===== src/rtl/cle_pkg.sv =====
// Shared key codes, sequencer state codes and types of the cooked line editor.
package cle_pkg;

   typedef logic [7:0] byte_type;
   typedef logic [1:0] state_type;

   localparam byte_type KEY_BS   = 8'h08;
   localparam byte_type KEY_KILL = 8'h15;
   localparam byte_type KEY_NL   = 8'h0A;
   localparam byte_type KEY_EOT  = 8'h04;

   localparam state_type ST_IDLE   = 2'd0;
   localparam state_type ST_READ   = 2'd1;
   localparam state_type ST_SHOW   = 2'd2;
   localparam state_type ST_SINGLE = 2'd3;

endpackage


===== src/rtl/cle_line_ram.sv =====
// Line store: one write port and one read port with registered read data.
module cle_line_ram #(
   parameter int LINE_BYTES = 64,
   parameter int AW = 6
) (
   input  logic                 clock,
   input  logic                 wr_en,
   input  logic [AW-1:0]        wr_addr,
   input  cle_pkg::byte_type    wr_data,
   input  logic                 rd_en,
   input  logic [AW-1:0]        rd_addr,
   output cle_pkg::byte_type    rd_data
);

   cle_pkg::byte_type mem [LINE_BYTES];
   cle_pkg::byte_type rd_data_ff;

   always_ff @(posedge clock) begin
      if (wr_en) begin
         mem[wr_addr] <= wr_data;
      end
      if (rd_en) begin
         rd_data_ff <= mem[rd_addr];
      end
   end

   assign rd_data = rd_data_ff;

endmodule


===== src/rtl/cle_ctrl.sv =====
// Editing sequencer: fill index, line drain and the result register.
module cle_ctrl #(
   parameter int LINE_BYTES = 64,
   parameter int AW = 6,
   parameter int FW = 7
) (
   input  logic                 clock,
   input  logic                 reset,
   input  logic                 raw_mode,
   input  logic                 cfg_clear,
   input  logic                 req_tvalid,
   output logic                 req_tready,
   input  cle_pkg::byte_type    req_byte,
   output logic                 rsp_tvalid,
   input  logic                 rsp_tready,
   output cle_pkg::byte_type    rsp_byte,
   output logic                 rsp_last,
   output logic                 rsp_empty,
   output logic                 wr_en,
   output logic [AW-1:0]        wr_addr,
   output cle_pkg::byte_type    wr_data,
   output logic                 rd_en,
   output logic [AW-1:0]        rd_addr,
   input  cle_pkg::byte_type    rd_data
);

   cle_pkg::state_type state_ff, state_in;
   logic [FW-1:0]      fill_ff, fill_in;
   logic [AW-1:0]      idx_ff, idx_in;
   logic               mark_last_ff, mark_last_in;
   logic               raw_pend_ff, raw_pend_in;
   cle_pkg::byte_type  pend_byte_ff, pend_byte_in;
   logic               pend_empty_ff, pend_empty_in;
   logic               rsp_valid_ff, rsp_valid_in;
   cle_pkg::byte_type  rsp_byte_ff, rsp_byte_in;
   logic               rsp_last_ff, rsp_last_in;
   logic               rsp_empty_ff, rsp_empty_in;

   logic               accept;
   logic               out_free;
   logic               final_byte;
   logic [FW-1:0]      fill_inc;

   assign req_tready = (state_ff == cle_pkg::ST_IDLE);
   assign accept     = req_tvalid && req_tready;
   assign out_free   = !rsp_valid_ff || rsp_tready;
   assign fill_inc   = fill_ff + FW'(1);
   assign final_byte = ((FW'(idx_ff) + FW'(1)) == fill_ff);

   assign wr_addr = fill_ff[AW-1:0];
   assign wr_data = req_byte;
   assign rd_addr = idx_ff;
   assign rd_en   = (state_ff == cle_pkg::ST_READ);

   always_comb begin
      state_in      = state_ff;
      fill_in       = fill_ff;
      idx_in        = idx_ff;
      mark_last_in  = mark_last_ff;
      raw_pend_in   = raw_pend_ff;
      pend_byte_in  = pend_byte_ff;
      pend_empty_in = pend_empty_ff;
      rsp_valid_in  = rsp_valid_ff && !rsp_tready;
      rsp_byte_in   = rsp_byte_ff;
      rsp_last_in   = rsp_last_ff;
      rsp_empty_in  = rsp_empty_ff;
      wr_en         = 1'b0;

      case (state_ff)
         cle_pkg::ST_IDLE: begin
            if (cfg_clear) begin
               fill_in = '0;
            end
            if (accept) begin
               idx_in        = '0;
               pend_byte_in  = req_byte;
               pend_empty_in = 1'b0;
               raw_pend_in   = 1'b0;
               mark_last_in  = 1'b1;
               if (raw_mode) begin
                  if (fill_ff != '0) begin
                     mark_last_in = 1'b0;
                     raw_pend_in  = 1'b1;
                     state_in     = cle_pkg::ST_READ;
                  end else begin
                     state_in = cle_pkg::ST_SINGLE;
                  end
               end else if (req_byte == cle_pkg::KEY_BS) begin
                  if (fill_ff != '0) begin
                     fill_in = fill_ff - FW'(1);
                  end
               end else if (req_byte == cle_pkg::KEY_KILL) begin
                  fill_in = '0;
               end else if (req_byte == cle_pkg::KEY_EOT) begin
                  if (fill_ff == '0) begin
                     pend_byte_in  = '0;
                     pend_empty_in = 1'b1;
                     state_in      = cle_pkg::ST_SINGLE;
                  end else begin
                     state_in = cle_pkg::ST_READ;
                  end
               end else begin
                  wr_en   = 1'b1;
                  fill_in = fill_inc;
                  if (req_byte == cle_pkg::KEY_NL || fill_inc == FW'(LINE_BYTES)) begin
                     state_in = cle_pkg::ST_READ;
                  end
               end
            end
         end
         cle_pkg::ST_READ: begin
            state_in = cle_pkg::ST_SHOW;
         end
         cle_pkg::ST_SHOW: begin
            if (out_free) begin
               rsp_valid_in = 1'b1;
               rsp_byte_in  = rd_data;
               rsp_last_in  = mark_last_ff && final_byte;
               rsp_empty_in = 1'b0;
               if (final_byte) begin
                  fill_in  = '0;
                  state_in = raw_pend_ff ? cle_pkg::ST_SINGLE : cle_pkg::ST_IDLE;
               end else begin
                  idx_in   = idx_ff + AW'(1);
                  state_in = cle_pkg::ST_READ;
               end
            end
         end
         cle_pkg::ST_SINGLE: begin
            if (out_free) begin
               rsp_valid_in = 1'b1;
               rsp_byte_in  = pend_byte_ff;
               rsp_last_in  = 1'b1;
               rsp_empty_in = pend_empty_ff;
               state_in     = cle_pkg::ST_IDLE;
            end
         end
         default: begin
            state_in = cle_pkg::ST_IDLE;
         end
      endcase
   end

   always_ff @(posedge clock) begin
      if (reset) begin
         state_ff     <= cle_pkg::ST_IDLE;
         fill_ff      <= '0;
         rsp_valid_ff <= 1'b0;
      end else begin
         state_ff     <= state_in;
         fill_ff      <= fill_in;
         rsp_valid_ff <= rsp_valid_in;
      end
   end

   always_ff @(posedge clock) begin
      idx_ff        <= idx_in;
      mark_last_ff  <= mark_last_in;
      raw_pend_ff   <= raw_pend_in;
      pend_byte_ff  <= pend_byte_in;
      pend_empty_ff <= pend_empty_in;
      rsp_byte_ff   <= rsp_byte_in;
      rsp_last_ff   <= rsp_last_in;
      rsp_empty_ff  <= rsp_empty_in;
   end

   assign rsp_tvalid = rsp_valid_ff;
   assign rsp_byte   = rsp_byte_ff;
   assign rsp_last   = rsp_last_ff;
   assign rsp_empty  = rsp_empty_ff;

endmodule


===== src/rtl/cooked_line_editor.sv =====
// Cooked console line editor: mode register, line store and editing sequencer.
// An editing word that commits nothing leaves the sequencer idle; the next word may follow at once.
// A committed line drains byte by byte: each byte passes the READ state, set by the line store's
// registered read port, and then the SHOW state. The input is held until the line has drained
// (and the raw byte sent, if a raw word sends a pending line first), longer while rsp_tready is low.
// A raw or end-of-file word on an empty line goes to the SINGLE state, which registers its result.
// Reset (synchronous, active high) clears the mode to cooked, the fill index and the result
// valid; the line store has no clearing pass and its contents stay undefined.
module cooked_line_editor #(
   parameter int LINE_BYTES = 64
) (
   input  logic        clock,
   input  logic        reset,
   input  logic        csr_valid,
   output logic        csr_ready,
   input  logic        csr_data,
   input  logic        req_tvalid,
   output logic        req_tready,
   input  logic [7:0]  req_tdata,   // in_byte[7:0]
   output logic        rsp_tvalid,
   input  logic        rsp_tready,
   output logic [7:0]  rsp_tdata,   // out_byte[7:0]
   output logic        rsp_tlast,
   output logic        rsp_tuser    // empty_line
);

   localparam int AW = $clog2(LINE_BYTES);
   localparam int FW = $clog2(LINE_BYTES + 1);

   logic              raw_mode_ff, raw_mode_in;
   logic              cfg_write;
   logic              cfg_clear;
   logic              wr_en;
   logic [AW-1:0]     wr_addr;
   cle_pkg::byte_type wr_data;
   logic              rd_en;
   logic [AW-1:0]     rd_addr;
   cle_pkg::byte_type rd_data;

   assign csr_ready   = 1'b1;
   assign cfg_write   = csr_valid && csr_ready;
   assign cfg_clear   = cfg_write && !csr_data;
   assign raw_mode_in = cfg_write ? csr_data : raw_mode_ff;

   always_ff @(posedge clock) begin
      if (reset) begin
         raw_mode_ff <= 1'b0;
      end else begin
         raw_mode_ff <= raw_mode_in;
      end
   end

   cle_line_ram #(
      .LINE_BYTES (LINE_BYTES),
      .AW         (AW)
   ) u_ram (
      .clock   (clock),
      .wr_en   (wr_en),
      .wr_addr (wr_addr),
      .wr_data (wr_data),
      .rd_en   (rd_en),
      .rd_addr (rd_addr),
      .rd_data (rd_data)
   );

   cle_ctrl #(
      .LINE_BYTES (LINE_BYTES),
      .AW         (AW),
      .FW         (FW)
   ) u_ctrl (
      .clock      (clock),
      .reset      (reset),
      .raw_mode   (raw_mode_ff),
      .cfg_clear  (cfg_clear),
      .req_tvalid (req_tvalid),
      .req_tready (req_tready),
      .req_byte   (req_tdata),
      .rsp_tvalid (rsp_tvalid),
      .rsp_tready (rsp_tready),
      .rsp_byte   (rsp_tdata),
      .rsp_last   (rsp_tlast),
      .rsp_empty  (rsp_tuser),
      .wr_en      (wr_en),
      .wr_addr    (wr_addr),
      .wr_data    (wr_data),
      .rd_en      (rd_en),
      .rd_addr    (rd_addr),
      .rd_data    (rd_data)
   );

endmodule

===== config.mk =====
export PLATFORM = sky130hd
export DESIGN_NAME = cooked_line_editor
export DESIGN_NICKNAME = d
export VERILOG_FILES = /design/src/rtl/cle_pkg.sv /design/src/rtl/cle_line_ram.sv /design/src/rtl/cle_ctrl.sv /design/src/rtl/cooked_line_editor.sv
export SDC_FILE = /design/constraint.sdc
export NUM_CORES = 1
export LEC_CHECK = 0
export ABC_AREA = 1
export BUFFER_PORTS_ARGS = -buffer_cell sky130_fd_sc_hd__buf_2
export CORE_MARGIN = 4
export CORE_UTILIZATION = 25
export DETAILED_ROUTE_END_ITERATION = 6
export MAX_ROUTING_LAYER = met4
export PLACE_DENSITY = 0.4
export SLEW_MARGIN = 20
export SYNTH_ARGS = -nofsm -noshare
export SYNTH_HDL_FRONTEND = slang
export SYNTH_HIERARCHICAL = 1
export SYNTH_SLANG_ARGS = --single-unit

===== constraint.sdc =====
create_clock -name clock -period 2.8 [get_ports clock]
set_input_delay 0.56 -clock clock [delete_from_list [all_inputs] [get_ports clock]]
set_output_delay 0.56 -clock clock [all_outputs]
set_load 0.005 [all_outputs]

==> results by stage, run 1 <==
STA:
- Hold timing on the final database bottoms out at a slack of 0.2014 ns.
- The post-route minimum period is around 2.6 ns.
- The fraction of the cycle the final worst path needs is 0.9463.
- For the final database, setup skew stands at 0.01576 ns.
- The number of hold violations in the final report is 0.
- Setup repair after global routing left no endpoint under its margin.
- The setup violation total in the final timing report is 0.
- At the pin with the least slew margin, the transition time is around 0.85 ns.
- The final-report max-slew violation count is 0.
- Headroom to the max-slew limit came out at 0.4325.
- Based on the critical path, the design can be clocked at up to 377.4 MHz.

Yosys:
- The synthesized design spends more area on one cell type than any other, namely edfxtp_1.
- The synthesized netlist contains 34 unique library cells.
- By area the synthesized netlist is led by edfxtp_1, nand2_1, nand3_1.
- The register bit total from synthesis is roughly 560.
- The most common cell in the synthesized netlist is nand2_1.
- In the synthesized netlist the dominant register cell turns out to be edfxtp_1.
- Synthesis produced between 2000 and 2500 cells.
- The commonest cells after synthesis are nand2_1, edfxtp_1, nand3_1.
- The sequential share of the synthesized area is 0.6925.
- In this run the mean area of a mapped cell was about 11 sq um.
- The net count after synthesis is around 2200.
- The count of flip-flops with a built-in enable after synthesis is roughly 550.
- The Yosys step of the flow raised 6 warnings.
- The mapped netlist covers about 24000 sq um.
- The area share of the leading cell type in the synthesized netlist is 0.6834.
- The proportion of register bits with asynchronous set or reset after synthesis is 0.

Die:
- For this configuration, the core starts out at a cell density of 0.2526.
- Measured along the x axis, the die boundary spans 318.1 um.
- The number of top-level pins is 27.
- The floorplan has roughly 110 rows.
- The die covers just over 100000 sq um.
- The overall die height is 318.1 um.
- The placeable core area is ~95000 sq um.

Power:
- Power spread over the standard cell area amounts to about 960 nW/um^2.
- For this design the static power due to leakage is around 10 nW.
- The worst-case IR drop observed on VDD is 542.7 uV.

Worst setup path:
- The worst setup path is of the reg -> reg kind.
- The critical path goes through nor2_4, nand2_2, nor2_2, nand2_1, inv_1, nand4_1, nor2_1, buf_4.
- The cell type of the slowest stage on the worst timing path is nand4_1.
- The capturing element type of the critical path is a flop.
- The peak per-stage delay on the critical path is around 0.59 ns.
- STA puts the critical path data arrival time at just under 3 ns.
- The type of element launching the critical path is a flop.
- Data on the critical path is required at its endpoint by between 3 and 4 ns.
- The largest driver fanout on the critical path is 10.

CTS:
- In this run, post-CTS hold repair placed 0 buffers.
- At the later pin of the worst-skew pair, clock insertion delay measures 0.62 ns.
- TritonCTS built the clock tree.
- The maximum number of buffers from clock root to sink is 3.
- Buffers inserted during clock tree synthesis total 60.
- After clock tree synthesis, the clock-pin slew on the worst setup and hold paths is ~0.060 ns.
- Buffers added to address setup during post-CTS repair amount to 0.
- The tree built by TritonCTS fans out to about 560 sinks.
- Post-CTS repair changed the size of 0 cells.
- The maximum level of the CTS H-tree is 2.
- The tree is rooted in a clkbuf_16.

Placement:
- The HPWL after detailed placement is approximately 46000 um.
- In this run the tool buffered the top-level ports with 25 buffer cells.
- Once placement completed, the tool counted placed cells totaling about 3500.
- After detailed placement, the total cell area comes to about 26000 sq um.
- At the end of routability-driven placement, the weighted congestion stood at 0.8559.

Cells and area:
- The count of cells in the finished layout, fillers not included, comes to about 3600.
- The count of antenna diodes in the layout is 0.
- In the final layout, the share of cells above drive strength 1 is 0.1216.
- Relative to the synthesized area, the layout overhead comes to 15.94%.
- The post-route cell area is approximately 28000 sq um.
- For this run, the post-layout net count is 2282.

Drt:
- The first-pass detailed-route iteration total is 5.
- After detailed routing, the average wire length per cell comes to just over 20 um.
- Using the TritonRoute via totals, the vias-per-cell ratio works out to 4.512.
- The count of vias placed by the detailed router is around 16000.
- The detailed-route DRC error count is 0.
- For this block, the routed nets add up to between 70000 and 80000 um of wire.
- Once detail routing completed, the nets flagged for antenna violations numbered 0.
- After the first detailed-routing iteration, the DRC count stood at between 1000 and 1500.

Global route:
- The residual overflow from global routing is 0.
- For this run, the total global-route usage over all layers was measured as 0.1437.
- The largest net degree at the start of global routing is 130.
- The first-pass GRT wire length is ~110000 um.
- The initial antenna violation count was 3.
- The number of global-route vias before repair is around 16000.

Job:
- Across the run, the number of max-cap violations was 0.

Hold path:
- The worst min-delay path class is in -> reg.

Status:
- The flow ran to the end, and the final reports show no timing, DRC or antenna violations.
sequential cells by signal (all words and copies together), names as in the netlist:
register,count
u_ctrl/rd_addr,6
u_ctrl/mark_last_ff,1
u_ram/rd_data,8
u_ctrl/rsp_tvalid,1
u_ram/mem,512
u_ctrl/state_ff,2
raw_mode_ff,1
u_ctrl/rsp_last,1
u_ctrl/raw_pend_ff,1
u_ctrl/fill_ff,7
u_ctrl/rsp_empty,1
u_ctrl/rsp_byte,8
u_ctrl/pend_byte_ff,8
u_ctrl/pend_empty_ff,1
power by group:
part / switching (W) / total [W] / internal, W
Combinational: 0.00639 / 0.00889 / 0.00250
Sequential: 0.000300 / 0.00990 / 0.00960
Clock: 0.00326 / 0.00786 / 0.00461
Total: 0.00995 / 0.0267 / 0.0167
routing by layer:
metal	share of wire	up-vias	track usage
met5	0	-	-
met4	0.025	0	0.03775
met3	0.042	87	0.02072
met2	0.50	371	0.2480
met1	0.43	8005	0.1774
li1	-	7669	-
critical path: cells and delay by family, from the launching register on:
kind | cells | cell delay (ns)
flip-flops | 1 | 0.42
buffers and inverters | 2 | 0.53
AND/OR/NAND/NOR | 6 | 1.40
per-stage QoR:
stage / setup WS, ns / setup TNS, ns / util / total power [W]
floorplan: 0.2760 / 0 / - / 0.01608
global placement: -0.1719 / -10.36 / 0.2725 / 0.01906
detailed placement: -0.1617 / -8.663 / 0.2725 / 0.01904
CTS: 0.1617 / 0 / 0.2929 / 0.02700
global route: 0.02516 / 0 / 0.2929 / 0.02819
finish: 0.1502 / 0 / 0.2929 / 0.02665
cells in the final DEF, fill, tap and decap left out, types with 10 or more instances in the layout:
master	n
nor3_1	11
clkbuf_1	10
inv_1	67
buf_4	123
clkinv_1	13
buf_2	24
nand2_1	745
dfxtp_1	11
nor2_1	114
edfxtp_1	547
clkbuf_16	61
nand3_1	475
layout make-up:
class                           instances  area [sq um]
Fill cell                            9829         67280
Sequential cell                       558         16650
Multi-Input combinational cell       1415          6193
Tap cell                             1265          1583
Clock buffer                           71          1564
Timing Repair Buffer                  156          1224
Clock inverter                         37         376.6
Inverter                               73         281.5
path summary, 6_finish.rpt:
kind / endpoint / startpoint / slack (ns) / depth (start not counted)
worst max-delay path: u_ram/mem[45][6] / u_ctrl/state_ff[1] / 0.15 / 8
worst max register to register: u_ram/mem[45][6] / u_ctrl/state_ff[1] / 0.15 / 8
worst min-delay path: raw_mode_ff / csr_valid / 0.20 / 3
worst min register to register: u_ctrl/rsp_byte[3] / u_ctrl/pend_byte_ff[3] / 0.55 / 1
logic make-up after synthesis:
kind of cell               count (synthesis)  synth area share
adders and majority gates                  4          0.002082
buffers and inverters                    210           0.04982
xor gates and xnor gates                   3          0.001093
DFF                                      558            0.6925
muxes                                      8          0.003748
other                                      1         0.0001560
and+or+nand+nor                         1377            0.2451
AOI/OAI and AO/OA                         22          0.005465
No activity file was read; power rests on OpenSTA's default activity.
==> inputs of run 2 (changes only) <==
--- a/config.mk
+++ b/config.mk
@@ -6,12 +6,13 @@
 export NUM_CORES = 1
 export LEC_CHECK = 0
 export ABC_AREA = 1
+export ABC_CLOCK_PERIOD_IN_PS = 2800
 export BUFFER_PORTS_ARGS = -buffer_cell sky130_fd_sc_hd__buf_2
 export CORE_MARGIN = 4
 export CORE_UTILIZATION = 25
 export DETAILED_ROUTE_END_ITERATION = 6
 export MAX_ROUTING_LAYER = met4
-export PLACE_DENSITY = 0.4
+export PLACE_DENSITY_LB_ADDON = 0.15
 export SLEW_MARGIN = 20
 export SYNTH_ARGS = -nofsm -noshare
 export SYNTH_HDL_FRONTEND = slang
==> run 2 against run 1 <==
Against the previous run:
- non-clock buffer count grew 2
- count of clock-buffer cells in the layout grew 3
- combinational power grew 1%
- via count is essentially flat
- total power shrank 1.4%
- routed wire length grew 1.9%
- highest routed layer unchanged
==> results by stage, run 2 (same netlist as run 1, synthesis figures left out) <==
Power:
- The sequential power share is 0.376.
- The internal power of the cells totals 0.01633 W.
- Of the total power, the share spent switching nets is 0.3785.
- The power density over cell area is 947.0 nW/um^2.
- The total power is 0.02628 W.
- The total net switching power is 0.009948 W.
- Of the total power, combinational logic draws 0.342.
- The portion of total power attributed to the clock network is 0.282.
- IR analysis of the VDD net gives a maximum drop of roughly 530 uV.
- The leakage dissipation is approximately 10 nW.

Placement:
- The total instance count after detailed placement is around 3500.
- The congestion estimate from routability-driven global placement came to between 0.8 and 0.9.
- Detailed placement ended at an HPWL of between 40000 and 50000 um.
- At the placement stage, the worst setup path has a slack of 0.05079 ns.
- Buffers placed on the I/O ports in this run total 25.

Cells and area:
- The most common cell after layout, fill and taps aside is nand2_1.
- The flip-flop count of the largest register, all copies and words added is 512.
- The final net count is ~2300.
- The largest register by flop count is u_ram/mem.
- The fraction of final layout cells sized beyond drive strength 1 is 0.1183.
- The count of antenna diodes in the layout is 0.
- The library cells used most frequently in the layout, excluding fill and tap cells, are nand2_1, edfxtp_1, nand3_1.
- The area overhead of the layout relative to synthesis is 15.46%.
- The final cell count without fillers is 3573.

CTS:
- The number of instances resized during post-cts repair is 0.
- The master cell of the clock root buffer is clkbuf_16.
- The number of sinks driven by the clock tree is 558.
- The number of setup buffers added after CTS is 0.
- The maximum number of buffers from clock root to sink is 3.
- The clock insertion delay at the later pin of the skew report is 0.62 ns.
- The CTS tree is done.
- Hold repair after CTS inserted 0 buffers.
- The number of buffers created by CTS is 59.
- The maximum level of the CTS H-tree is 2.
- Clock-pin slew was measured on the worst setup and hold paths at roughly 0.06 ns.

STA:
- Headroom to the max-slew limit came out at 0.4133.
- The highest clock rate is between 400 and 500 MHz.
- After layout, the worst setup slack is ~0.34 ns.
- The setup violation total in the final timing report is 0.
- Setup repair after global routing left no endpoint under its margin.
- The worst clock skew is around 0.014 ns.
- The number of hold violations in the final report is 0.
- In the final timing run, aggregate negative setup slack is 0 ns.
- The slew at the pin with the worst max-slew slack is just under 0.9 ns.
- The post-route minimum period is approximately 2.5 ns.
- The final-report max-slew violation count came to 0.
- The fraction of the cycle the final worst path needs is 0.8800.
- Final hold analysis gives a worst-case slack of 0.2025 ns.

Drt:
- The routed layout has ~16000 vias.
- The detailed-route DRC error count is 0.
- The number of DRC violations after detailed-routing iteration 0 is about 1300.
- Before antenna repair, the detailed router went through 5 iterations.
- The detail route stage leaves a number of antenna-violating nets equal to 0.
- After detailed routing, the average wire length per cell comes to about 21 um.
- In the routed layout, each cell is associated on average with a via count of 4.519.
- The wire length after detailed routing is roughly 74000 um.

Hold path:
- The worst hold path terminates at raw_mode_ff.
- The instance count along the most critical hold path is 3.
- The min-delay analysis places its worst path in the category in -> reg.
- The worst hold path begins at csr_valid.

Worst setup path:
- Walking the worst path, the cells encountered are inv_4, buf_12, nand3_1, nand3_1, nand2_1, nand2_1, nand3_1, nand3_1, nand2_1.
- In this run the worst setup path begins at u_ctrl/rd_addr[1].
- Of all nets on the critical path, the largest fanout is 64.
- The destination of the worst register-to-register timing path is u_ram/rd_data[5].
- At the worst endpoint, the required time is 3.14 ns.
- Measured in cells, the most critical reg-to-reg path has a length of 9.
- The worst register-to-register path begins at u_ctrl/rd_addr[1].
- The worst setup path is captured at a flop.
- For this design, the slowest cell found on the critical path is edfxtp_1.
- The worst setup path is launched from a flop.
- By instance count, the cell type seen most on the critical path is nand3_1.
- The minimum setup slack among reg-to-reg paths is around 0.34 ns.
- The data arrival at the endpoint of the critical path is between 2 and 3 ns.
- For this run, the slowest stage of the critical path takes 0.56 ns.
- The critical path in this run is classified as reg -> reg.

Die:
- The x dimension of the die is roughly 320 um.
- The die is 318.1 um tall.
- The total die area is about 100000 sq um.
- For this configuration, the core starts out at a cell density of 0.2526.
- In this run the standard cell core region covers between 90000 and 100000 sq um.
- The floorplan has ~110 rows.
- 27 I/O pins were placed.

Global route:
- The total routing usage reported by global routing is 0.1466.
- The initial antenna violation count is 0.
- The largest net degree at the start of global routing is between 100 and 150.
- The first global-routing pass estimated 107700 um of wire.
- The residual overflow from global routing is 0.
- The number of global-route vias before repair is between 15000 and 20000.

Status:
- The run finished with clean final reports.

Job:
- Max-cap violations in this run came to 0.
[run 2: cell types whose count changed in the layout (fill, tap and decap cells not counted)]
cell,before,now
buf_12,9,10
buf_4,123,124
bufinv_16,7,3
clkbuf_1,10,13
clkinv_1,13,16
clkinv_2,7,4
clkinv_4,4,0
clkinvlp_4,4,7
inv_6,3,1
[run 2: layout make-up]
type	count	area (sq um)
clock buffers	74	1575
repair buffers	158	1251
clock inverters	30	222.7
well taps	1265	1583
flip-flops and latches	558	16650
multi-input cells	1415	6193
inverters	73	281.5
fillers	9749	67400
[run 2: power by group through the flow]
stage | combinational [W] | clock (W) | sequential, W
4_1_cts | 0.00911 | 0.00767 | 0.00990
5_1_grt | 0.00990 | 0.00802 | 0.00993
6_report | 0.00899 | 0.00740 | 0.00989
3_3_place_gp | 0.00911 | 0 | 0.0101
2_1_floorplan | 0.00617 | 0 | 0.00990
3_5_place_dp | 0.00910 | 0 | 0.0101
[run 2: critical path, delay by kind of cell (launching register included)]
family	cells	cell delay, ns
flops	1	0.56
buf+inv	2	0.45
simple gates	7	1.15
[run 2: metrics by stage]
step	area, sq um	util
after floorplan	24040	-
after global routing	27750	0.2917
after CTS	27750	0.2917
final	27750	0.2917
after global placement	25950	0.2728
after detailed placement	25950	0.2728
[run 2: worst max path at each step]
stage                            end
finish              u_ram/rd_data[5]
global route        u_ram/rd_data[4]
CTS                 u_ram/rd_data[4]
detailed placement  u_ram/mem[18][0]
global placement    u_ram/mem[18][7]
floorplan           u_ram/mem[48][0]
[run 2: metal layers]
| layer | wire length, um | share of wire | global-route usage | vias up |
|---|---|---|---|---|
| met4 | 1763 | 0.024 | 0.03785 | 0 |
| li1 | - | - | - | 7668 |
| met2 | 36310 | 0.49 | 0.2466 | 349 |
| met5 | 0 | 0 | - | - |
| met3 | 3360 | 0.045 | 0.02148 | 107 |
| met1 | 32430 | 0.44 | 0.1863 | 8024 |
==> inputs of run 3 (changes only) <==
--- a/config.mk
+++ b/config.mk
@@ -8,7 +8,7 @@
 export ABC_AREA = 1
 export ABC_CLOCK_PERIOD_IN_PS = 2800
 export BUFFER_PORTS_ARGS = -buffer_cell sky130_fd_sc_hd__buf_2
-export CORE_MARGIN = 4
+export CORE_MARGIN = 2
 export CORE_UTILIZATION = 25
 export DETAILED_ROUTE_END_ITERATION = 6
 export MAX_ROUTING_LAYER = met4
==> run 3 against run 2 <==
Against the previous run:
- worst setup slack got worse by 0.061 ns
- fmax is 2.4% lower
- highest routed layer unchanged
- non-clock buffer count rose by 1
- hold slack hardly changed
- sequential power about the same
- critical path depth increased by 1
- clock power is essentially flat
- first-iteration DRC count is the same
- combinational power hardly changed
- final cell count is 0.17% higher
- via count grew 0.11%
==> results by stage, run 3 (same netlist as run 1, synthesis figures left out) <==
Die:
- The number of top-level pins is 27.
- The die is 314.1 um tall.
- From left edge to right edge, the die measures between 300 and 400 um.
- The initial utilization of the core area, before any placement, comes to 0.2526.
- The number of placement rows is 113.
- The total die area is between 90000 and 100000 sq um.
- The placeable core area is ~95000 sq um.

Power:
- Summed over all cells, the static leakage comes to 10.11 nW.
- Of the total power, the clock network draws 0.282.
- The internal power contribution is 0.01627 W.
- The share of total power dissipated in sequential elements is 0.376.
- Of the total power, the share spent switching nets is 0.3812.
- The power density over cell area is 947.6 nW/um^2.
- For this design the total switching power over the nets is 0.01002 W.
- VDD sags by at most 869.7 uV.
- The part of the power in combinational logic is 0.342.

Job:
- Across the run, the number of max-cap violations was 0.

Global route:
- The residual overflow from global routing is 0.
- The first global-routing pass estimated about 110000 um of wire.
- The total routing usage reported by global routing is 0.1524.
- The number of global-route vias before repair is roughly 16000.
- The largest net degree at the start of global routing is between 100 and 150.
- The initial antenna violation count came to 0.

Worst setup path:
- At the worst endpoint, the required time is 3.24 ns.
- The launch point of the worst reg-to-reg path is u_ctrl/rd_addr[0].
- The worst reg2reg path depth is 10.
- The launch point of the worst path is u_ctrl/rd_addr[0].
- The largest driver fanout on the critical path is 64.
- The capturing element type of the critical path is a flop.
- The path type of the worst setup path is reg -> reg.
- The worst register-to-register path ends at u_ram/rd_data[6].
- The data arrival at the endpoint of the critical path is between 2 and 3 ns.
- The type of element launching the critical path is a flop.
- Setup slack on the worst reg-to-reg path comes out at around 0.27 ns.

STA:
- The minimum setup slack in the final design is 0.2746 ns.
- Dividing the final minimum period by the clock period gives 0.9019.
- For the finished layout, the period the worst path requires is 2.525 ns.
- The number of hold violations in the final report was 0.
- Setup repair after global routing left no endpoint under its margin.
- Setup violations remaining at the end of the flow were counted as 0.
- Setup total negative slack on the finished layout was measured at 0 ns.
- The final-report max-slew violation count is 0.
- Static timing analysis puts the maximum clock frequency at slightly below 400 MHz.
- In this run the tightest slew margin relative to its limit is 0.4016.
- The slew at the pin with the worst max-slew slack is 0.8943 ns.
- The clock arrives with between 0.01 and 0.015 ns of skew.

CTS:
- The maximum level of the CTS H-tree is 2.
- Once the clock tree was built, the setup fixing pass inserted 0 buffers.
- The clock insertion delay at the later pin of the skew report is about 0.62 ns.
- The number of buffers created by CTS is 61.
- The number of hold buffers added after CTS was 0.
- For this design, the sink count on the clock tree is between 500 and 600.
- Post-CTS repair changed the size of 0 cells.
- The maximum number of buffers from clock root to sink is 3.
- The clock transition at the registers of the reported paths is approximately 0.06 ns.
- The CTS tree is done.
- The master cell of the clock root buffer is clkbuf_16.

Hold path:
- The worst hold path terminates at raw_mode_ff.
- Counting instances, the worst hold path has a depth of 3.
- The worst min-delay path class is in -> reg.
- In this run the most critical hold path is launched from csr_valid.

Drt:
- The count of vias placed by the detailed router is ~16000.
- The wire length after detailed routing is 73530 um.
- The detailed router finished its first iteration with 1294 violations.
- The detail route stage leaves a number of antenna-violating nets equal to 0.
- The first-pass detailed-route iteration total is 7.
- The final routed wire length divided by cell count is around 21 um.
- The detailed-route DRC error count is 0.
- The routed via count divided by cell count is roughly 4.5.

Cells and area:
- From synthesis to final layout, the design area changed by 15.43%.
- Leaving out fill and tap cells, the most frequent cells in the layout are nand2_1, edfxtp_1, nand3_1.
- The largest register by flop count is u_ram/mem.
- The final net count is ~2300.
- The register with the most flip-flops in the layout has 512 of them.
- Leaving out fill and tap cells, the most frequent cell in the layout is nand2_1.
- The total of fill cells in the finished design is 9805.
- The repair_antennas step left the layout with diodes totalling 0.
- The fraction of final layout cells sized beyond drive strength 1 is 0.1193.

Status:
- The flow ran to the end, and the final reports show no timing, DRC or antenna violations.

Placement:
- At the placement stage, the worst setup path has a slack of between 0.1 and 0.15 ns.
- The final HPWL from detailed placement is 46280 um.
- Routability-driven placement finished with a final weighted congestion of roughly 0.84.
- The count of buffers added on input and output ports is 25.
run 3: cell types whose count changed in the layout (fill, tap and decap cells not counted):
cell	delta
clkbuf_1	+8
clkinv_1	-5
buf_2	+1
clkinv_4	+1
clkinvlp_4	-5
bufinv_16	-1
clkinv_2	+7
run 3: layout make-up:
type,instances,area [sq um],share of cell area
Clock inverter,27,180.2,0.006494
Clock buffer,82,1605,0.05786
Inverter,73,281.5,0.01015
Timing Repair Buffer,159,1256,0.04528
Tap cell,1265,1583,0.05705
Multi-Input combinational cell,1415,6193,0.2232
Sequential cell,558,16650,0.6000
run 3: per-stage QoR:
step,instances,power (W),utilization,cell area (sq um),hold WS [ns]
after floorplan,2183,0.01608,-,24040,0.4904
after global placement,3470,0.01921,0.2728,25960,0.5390
after detailed placement,3470,0.01918,0.2728,25960,0.5405
after CTS,3579,0.02667,0.2916,27750,0.1559
after global routing,3579,0.02776,0.2916,27750,0.1908
final,3579,0.02629,0.2916,27750,0.2022
run 3: power groups by stage:
stage          logic [W]  clock network [W]  registers, W
3_5_place_dp     0.00911                  0        0.0101
2_1_floorplan    0.00617                  0       0.00990
5_1_grt          0.00990            0.00792       0.00993
6_report         0.00900            0.00740       0.00989
4_1_cts          0.00913            0.00763       0.00990
3_3_place_gp     0.00914                  0        0.0101
run 3: critical path, stage by stage, from the launching register on:
cell and delay (ns):
edfxtp_1 0.56, inv_6 0.35, buf_12 0.32, nand2_1 0.11, nand3_1 0.11, nand3_1 0.13, nand2_1 0.11, nand2_1 0.06
nand3_1 0.25, nand3_1 0.11, nand2_1 0.16
run 3: worst max-delay path by stage:
stage                        endpoint  slack (ns)  depth (start not counted)
global placement      u_ram/mem[2][2]        0.12                         15
global route        u_ctrl/rd_addr[3]        0.13                         10
detailed placement   u_ram/mem[26][6]        0.13                         13
finish               u_ram/rd_data[6]        0.27                         10
floorplan            u_ram/mem[48][0]        0.28                         12
CTS                  u_ram/rd_data[5]        0.24                         11
run 3: per-layer routing:
metal | routed length [um] | up-vias | track usage
met5 | 0 | - | -
met4 | 1714 | 0 | 0.03947
met3 | 2866 | 107 | 0.01845
met2 | 35480 | 353 | 0.2480
met1 | 33470 | 8032 | 0.2014
li1 | - | 7673 | -
